## config.mk

```make
export PLATFORM = sky130hd
export DESIGN_NAME = gcl_ctrl
export DESIGN_NICKNAME = d
export VERILOG_FILES = /design/src/hdl/gcl_pkg.sv /design/src/hdl/gcl_ctrl.sv
export SDC_FILE = /design/constraint.sdc
export NUM_CORES = 1
export LEC_CHECK = 0
export BUFFER_PORTS_ARGS = -buffer_cell sky130_fd_sc_hd__buf_2
export CORE_ASPECT_RATIO = 1.4
export CORE_MARGIN = 5
export CORE_UTILIZATION = 40
export CTS_CLUSTER_DIAMETER = 120
export DETAILED_ROUTE_END_ITERATION = 16
export HOLD_SLACK_MARGIN = 0.1
export SYNTH_ARGS = -nofsm -noshare
export SYNTH_HDL_FRONTEND = slang
export SYNTH_SLANG_ARGS = --single-unit
```

## constraint.sdc

```tcl
create_clock -name clk -period 4.24 [get_ports clk]
set_input_delay 0.212 -clock clk [delete_from_list [all_inputs] [get_ports clk]]
set_output_delay 0.212 -clock clk [all_outputs]
set_load 0.01 [all_outputs]
```

## src/hdl/gcl_pkg.sv

```systemverilog
// Shared types and constants for the grid component labeler.
package gcl_pkg;

  localparam int DEF_GRID_WIDTH  = 64;
  localparam int DEF_GRID_HEIGHT = 64;

  localparam int OPCODE_W  = 2;
  localparam int COORD_W   = 8;
  localparam int LABEL_W   = 13;
  localparam int CFG_IDX_W = 1;
  localparam int STORE_W   = LABEL_W + 1;

  localparam logic [LABEL_W-1:0] LABEL_NONE  = '0;
  localparam logic [LABEL_W-1:0] LABEL_FIRST = LABEL_W'(1);
  localparam logic [LABEL_W-1:0] LABEL_MAX   = '1;

  typedef enum logic [OPCODE_W-1:0] {
    OP_CLEAR = 2'd0,
    OP_ADD   = 2'd1,
    OP_QUERY = 2'd2,
    OP_NOP   = 2'd3
  } gcl_op_t;

  typedef enum logic [CFG_IDX_W-1:0] {
    CFG_ORIGIN_X = 1'b0,
    CFG_ORIGIN_Y = 1'b1
  } gcl_cfg_idx_t;

  // Read address select for the store.
  typedef enum logic [1:0] {
    RD_LEFT = 2'd0,
    RD_UP   = 2'd1,
    RD_HERE = 2'd2,
    RD_CNT  = 2'd3
  } gcl_rd_sel_t;

  typedef struct packed {
    logic                avail;
    logic [LABEL_W-1:0]  label;
  } gcl_word_t;

  // Controller to datapath.
  typedef struct packed {
    logic        in_ready;
    logic        cnt_clr;
    logic        cnt_inc;
    logic        fill_zero;
    gcl_rd_sel_t rd_sel;
    logic        sweep_rd;
    logic        take_left;
    logic        decide;
    logic        write_here;
    logic        res_query;
    logic        load_out;
  } gcl_cmd_t;

  // Datapath to controller.
  typedef struct packed {
    logic    in_valid;
    gcl_op_t in_op;
    logic    in_err;
    logic    cnt_last;
    logic    merge;
    logic    out_free;
  } gcl_sts_t;

endpackage

```

## src/hdl/gcl_ctrl.sv

```systemverilog
// Sequencer for clear sweeps, neighbor reads, merge sweeps and result hand-off.
module gcl_ctrl import gcl_pkg::*; (
  input  logic     clk,
  input  logic     rst_n,
  input  gcl_sts_t sts,
  output gcl_cmd_t cmd
);

  typedef enum logic [11:0] {
    S_INIT       = 12'b0000_0000_0001,
    S_IDLE       = 12'b0000_0000_0010,
    S_CLEAR      = 12'b0000_0000_0100,
    S_RD_LEFT    = 12'b0000_0000_1000,
    S_RD_UP      = 12'b0000_0001_0000,
    S_DECIDE     = 12'b0000_0010_0000,
    S_SWEEP      = 12'b0000_0100_0000,
    S_SWEEP_TAIL = 12'b0000_1000_0000,
    S_WRITE      = 12'b0001_0000_0000,
    S_RD_Q       = 12'b0010_0000_0000,
    S_Q_DATA     = 12'b0100_0000_0000,
    S_RESULT     = 12'b1000_0000_0000
  } state_t;

  state_t state_r, state_nxt;

  always_ff @(posedge clk) begin
    if (!rst_n) begin
      state_r <= S_INIT;
    end else begin
      state_r <= state_nxt;
    end
  end

  always_comb begin
    cmd       = '0;
    cmd.rd_sel = RD_HERE;
    state_nxt = state_r;
    unique case (state_r)
      S_INIT: begin
        cmd.fill_zero = 1'b1;
        cmd.cnt_inc   = 1'b1;
        if (sts.cnt_last) begin
          state_nxt = S_IDLE;
        end
      end
      S_IDLE: begin
        cmd.in_ready = 1'b1;
        cmd.cnt_clr  = 1'b1;
        if (sts.in_valid) begin
          if (sts.in_op == OP_CLEAR) begin
            state_nxt = S_CLEAR;
          end else if (sts.in_op == OP_ADD && !sts.in_err) begin
            state_nxt = S_RD_LEFT;
          end else if (sts.in_op == OP_QUERY && !sts.in_err) begin
            state_nxt = S_RD_Q;
          end else begin
            state_nxt = S_RESULT;
          end
        end
      end
      S_CLEAR: begin
        cmd.fill_zero = 1'b1;
        cmd.cnt_inc   = 1'b1;
        if (sts.cnt_last) begin
          state_nxt = S_RESULT;
        end
      end
      S_RD_LEFT: begin
        cmd.rd_sel = RD_LEFT;
        state_nxt  = S_RD_UP;
      end
      S_RD_UP: begin
        cmd.rd_sel    = RD_UP;
        cmd.take_left = 1'b1;
        state_nxt     = S_DECIDE;
      end
      S_DECIDE: begin
        cmd.decide  = 1'b1;
        cmd.cnt_clr = 1'b1;
        state_nxt   = sts.merge ? S_SWEEP : S_WRITE;
      end
      S_SWEEP: begin
        cmd.rd_sel   = RD_CNT;
        cmd.sweep_rd = 1'b1;
        cmd.cnt_inc  = 1'b1;
        if (sts.cnt_last) begin
          state_nxt = S_SWEEP_TAIL;
        end
      end
      S_SWEEP_TAIL: begin
        state_nxt = S_WRITE;
      end
      S_WRITE: begin
        cmd.write_here = 1'b1;
        state_nxt      = S_RESULT;
      end
      S_RD_Q: begin
        cmd.rd_sel = RD_HERE;
        state_nxt  = S_Q_DATA;
      end
      S_Q_DATA: begin
        cmd.res_query = 1'b1;
        state_nxt     = S_RESULT;
      end
      S_RESULT: begin
        if (sts.out_free) begin
          cmd.load_out = 1'b1;
          state_nxt    = S_IDLE;
        end
      end
      default: begin
        state_nxt = S_INIT;
      end
    endcase
  end

endmodule

```

**Word level (Yosys, flattened, before mapping)**

Index checks and enable logic that the tools add are counted.

- Bits in registers: 12
- Input port bits: 9

- Equal/unequal tests: 19
- Multiplexer cells: 22
- Reductions and logical operators: 9

Operators with widths:

| kind | count |
|---|---|
| $pmux W12 S11 | 1 |
| $mux W12 | 8 |
| $eq A12 B1 Y1 const B | 1 |
| $eq A12 B10 Y1 const B | 1 |
| $eq A12 B11 Y1 const B | 1 |
| $eq A12 B12 Y1 const B | 1 |
| $eq A12 B2 Y1 const B | 1 |
| $eq A12 B3 Y1 const B | 1 |
| $eq A12 B4 Y1 const B | 1 |
| $eq A12 B5 Y1 const B | 1 |
| $eq A12 B6 Y1 const B | 1 |
| $eq A12 B7 Y1 const B | 1 |
| $eq A12 B8 Y1 const B | 1 |
| $eq A12 B9 Y1 const B | 1 |
| $mux W1 | 11 |
| $ne A2 B2 Y1 const B | 5 |
| $mux W9 | 1 |
| $pmux W2 S3 | 1 |
| $reduce_or A2 Y1 | 3 |
| $reduce_and A5 Y1 | 1 |
| $reduce_or A3 Y1 | 1 |
| $eq A2 B1 Y1 const B | 1 |
| $eq A2 B2 Y1 const B | 1 |
| $logic_and A1 B1 Y1 | 2 |
| other kinds (2) | 2 |

**Depth between registers and ports, before layout**

- Depth in word-level cells: 7
- Gate-level depth with buffers: 6

**Worst setup path before layout**

No wires, ideal clock.

- Path kind: flip-flop to flip-flop
- From: register state_r[11]
- To: register state_r[0]
- Setup time: 0.122 ns
- Arrival time: 1.673 ns
- Data required time: 4.118 ns
- Setup slack: 2.445 ns
- Cell stages (with the launch flop): 6
- Buffers on the path: 0
- Cell sequence: dfxtp_1 > nor4_4 > mux2_2 > nand4b_1 > and3_1 > a221o_1

- Word-level cells in the longest chain between the ends: 3
- Elaborated cells on any way between the ends: 20

Ends and longest elaborated chain:

| what | RTL line | RTL |
|---|---|---|
| start, declared | gcl_ctrl.sv:24 | `state_t state_r, state_nxt;` |
| start signal, assigned | gcl_ctrl.sv:30 | `state_r <= state_nxt;` |
| $eq A12 B11 Y1 (tied with other cells) | gcl_ctrl.sv:38 | `unique case (state_r)` |
| $reduce_or A2 Y1 (no source line) or $ne A2 B2 Y1 (tied branches) | -- |  |
| $pmux W12 S11 or $reduce_and A5 Y1 (tied branches) | -- |  |

Several ways; a longest one is shown, not always the timed one.
A chain may end at the register's enable or synchronous reset.

==> flow_results.org <==
** Place
- Post-DP HPWL :: 1.82 mm
- RD Place Congestion :: 0.782
- Buffers placed on the I/O ports in this run total 20.

** Min path
- The tightest min-delay check is of the input pin to flip-flop type.

** GRT
- Global routing finished with a remaining overflow of 0.
- Number of antenna violations at the first check in global routing :: 0
- The number of global-route vias before repair is 908.
- Entering global routing, the biggest net connects 13 pins.
- First-pass GRT wire length :: 3.93 mm
- In the global route stage, overall resource usage came out at 14.5%.

** STA
- Max_slew headroom :: 59.9%
- Final worst clock skew :: 0.00284 ns
- The number of pins exceeding their max-slew limit in the final report came to 0.
- Transition time of the tightest slew-check pin :: 0.597 ns
- Hold slack final :: 0.145 ns
- Of the available clock period, the critical path in the final layout requires 50.9%.
- For the final routed database, the setup TNS stands at 0 ns.
- Achievable frequency :: 463 MHz
- Final critical delay including setup and external delays :: 2.16 ns
- Setup violations remaining at the end of the flow were counted as 0.
- The total count of hold-check failures in the final report was 0.
- Setup repair after global routing left no endpoint under its margin.

** Setup path
- STA classifies the critical path endpoint as an output pin.
- At the worst endpoint, the required time is 4.03 ns.
- The worst setup path is of the flip-flop to output pin kind.
- Data arrival at the endpoint of the critical path :: 1.95 ns
- Largest fanout on the critical path :: 10
- Critical Path Start Type :: flip-flop

** Floorplanning
- Row generation in the floorplan step produced 20 rows.
- The initial utilization of the core area, before any placement, comes to 42.4%.
- The die is 67.5 um tall.
- The region available for standard cell placement spans 2230 um2.
- Full die area :: 3450 um2
- In this run the count of I/O pins placed on the die edge is 21.
- Die boundary width :: 51.1 um

** Clock tree
- Post-CTS sizing :: 0
- In this run the clock root is driven by a clkbuf_4.
- In this run the number of H-tree levels came out at 1.
- Reg clk slew, reported paths :: 0.07 ns
- Counting every sink on the clock net gives 12.
- Clock latency on the worst-skew pair, taken at its later pin, is 0.27 ns.
- TritonCTS built the clock tree.
- Post-CTS repair timing setup buffer count :: 0
- Cts-stage hold buffer count :: 0
- Buffers inserted during clock tree synthesis total 3.
- Number of buffers between clock root and the deepest sink :: 2

** Yosys
- The cell count after synthesis came out at 123.
- Fraction of the yosys area taken by sequential cells :: 25.4%
- Synth unique cells :: 40
- Synth Net Count :: 132
- Register bit total from synthesis :: 12
- Yosys warning count :: 0
- Area of the mapped netlist :: 945 um2
- Counting flops with an async set or reset pin after synthesis yields a share of 0%.
- The synthesized design contains 0 enable-type register cells.
- Among all flip-flop cells after synthesis, the most frequent one is dfxtp_1.
- Average size of a mapped cell :: 7.68 um2

** Detailed routing
- In the routed layout, each cell is associated on average with a via count of 6.16.
- Residual DRC count :: 0
- The count of nets left with antenna violations once routing finished came out at 0.
- Dividing the detail-routed wire length by the instance count gives 14.8 um.
- The pre-antenna-repair detailed-routing pass consisted of 4 iterations.
- In this run, the number of DRC markers left after iteration 0 of detailed routing was 38.
- Final wirelength :: 2.36 mm
- Vias :: 980

** Finish
- Biggest register :: state_r
- In the final layout, the registers with the most flip-flops are state_r: 12 flops.
- Post-layout util :: 47.6%
- Antenna fix cells :: 0
- NumNets Final :: 148
- Across the whole layout, storage elements account for 240 um2.
- Compared with the post-synthesis result, the final layout area differs by 12.2%.
- Share of cells above drive strength 1 :: 22.6%
- The multi-input combinational cells in the finished layout cover a total of 647 um2.
- Number of flip-flops under the largest register name :: 12
- The filler cells instantiated in the layout total 235.

** Flow run
- Max-cap violations :: 0

** Run status
- The run finished with clean final reports.

** Power and ir drop
- Leakage :: 0.000457 uW
- Worst vdd rail ir drop :: 0.211 mV
- In this run the power density over the cells is 395 nW/um2.
logic make-up (layout without fill, tap and decap cells):
logic type | Yosys count | in the layout | share of synthesized area [%]
flops | 12 | 12 | 25.4
mux | 1 | 1 | 1.19
xor+xnor | 7 | 7 | 6.49
compound gates | 23 | 23 | 17.1
simple gates | 65 | 65 | 43.7
buf+inv | 15 | 29 | 6.09
per-layer routing:
metal | routed length [um] | vias to the layer above | GRT usage (%)
met5 | 0 | - | 0
met4 | 58 | 0 | 7.07
met1 | 1020 | 454 | 17.2
li1 | - | 488 | -
met2 | 1150 | 31 | 25.3
met3 | 126 | 7 | 2.21
cells in the mapped netlist (2+ instances only):
| cell type | count | area, um2 |
|---|---|---|
| nor2_1 | 12 | 45.0 |
| nand4b_1 | 3 | 26.3 |
| dfxtp_1 | 12 | 240 |
| clkbuf_1 | 7 | 26.3 |
| o21ai_0 | 7 | 35.0 |
| a21oi_1 | 5 | 25.0 |
| and3_1 | 4 | 25.0 |
| nand2_1 | 9 | 33.8 |
| nor3_1 | 11 | 55.1 |
| xor2_1 | 6 | 52.6 |
| nor3b_1 | 3 | 22.5 |
| nor4_4 | 2 | 42.5 |
| nor4b_1 | 3 | 26.3 |
| nand4_1 | 5 | 31.3 |
| nand3_1 | 4 | 20.0 |
| a21o_1 | 2 | 15.0 |
| inv_1 | 5 | 18.8 |
path summary, 6_finish.rpt:
| path | from | end | slack, ns | cells after the start |
|---|---|---|---|---|
| max | state_r[11] | cmd[6] | 2.08 | 6 |
| min | sts[4] | state_r[9] | 0.15 | 2 |
| max reg2reg | state_r[11] | state_r[6] | 2.19 | 5 |
| min reg2reg | state_r[9] | state_r[10] | 0.62 | 2 |
layout make-up:
type / instances / area share, %
inverter: 6 / 2.13
multi-input combinational: 96 / 61.0
timing repair buffer: 20 / 9.45
tap: 22 / 2.60
clock buffer: 3 / 2.13
sequential: 12 / 22.7
stage by stage:
stage | instance area, um2 | total power, uW | cells | setup WS (ns)
3_3_place_gp | 1040 | 349 | 156 | 2.25
5_1_grt | 1060 | 449 | 159 | 1.88
4_1_cts | 1060 | 420 | 159 | 2.07
3_5_place_dp | 1040 | 349 | 156 | 2.20
6_report | 1060 | 418 | 159 | 2.08
2_1_floorplan | 945 | 298 | 123 | 2.44
where the power goes:
group	switching, uW	leakage, uW	internal (uW)
clock	36.4	0.0000138	32.9
combinational	113	0.000346	87.0
sequential	26.0	0.0000972	122
total	176	0.000457	242
critical path, cell delays in order (launching register included):
cell and delay [ns]:
dfxtp_1 0.37, nor4_4 0.60, nand2_1 0.10, nor2_1 0.20, nand3_1 0.16, nand2_1 0.10
buf_2 0.13
placed cells by master, fill, tap and decap left out, types with 2 or more instances in the layout:
cell / count
a21o_1: 2
a21oi_1: 5
and3_1: 4
buf_2: 20
clkbuf_4: 3
dfxtp_1: 12
inv_1: 5
nand2_1: 9
nand3_1: 4
nand4_1: 5
nand4b_1: 3
nor2_1: 12
nor3_1: 11
nor3b_1: 3
nor4_4: 2
nor4b_1: 3
o21ai_0: 7
xor2_1: 6
Note: power is estimated with default switching activity, not from simulation.
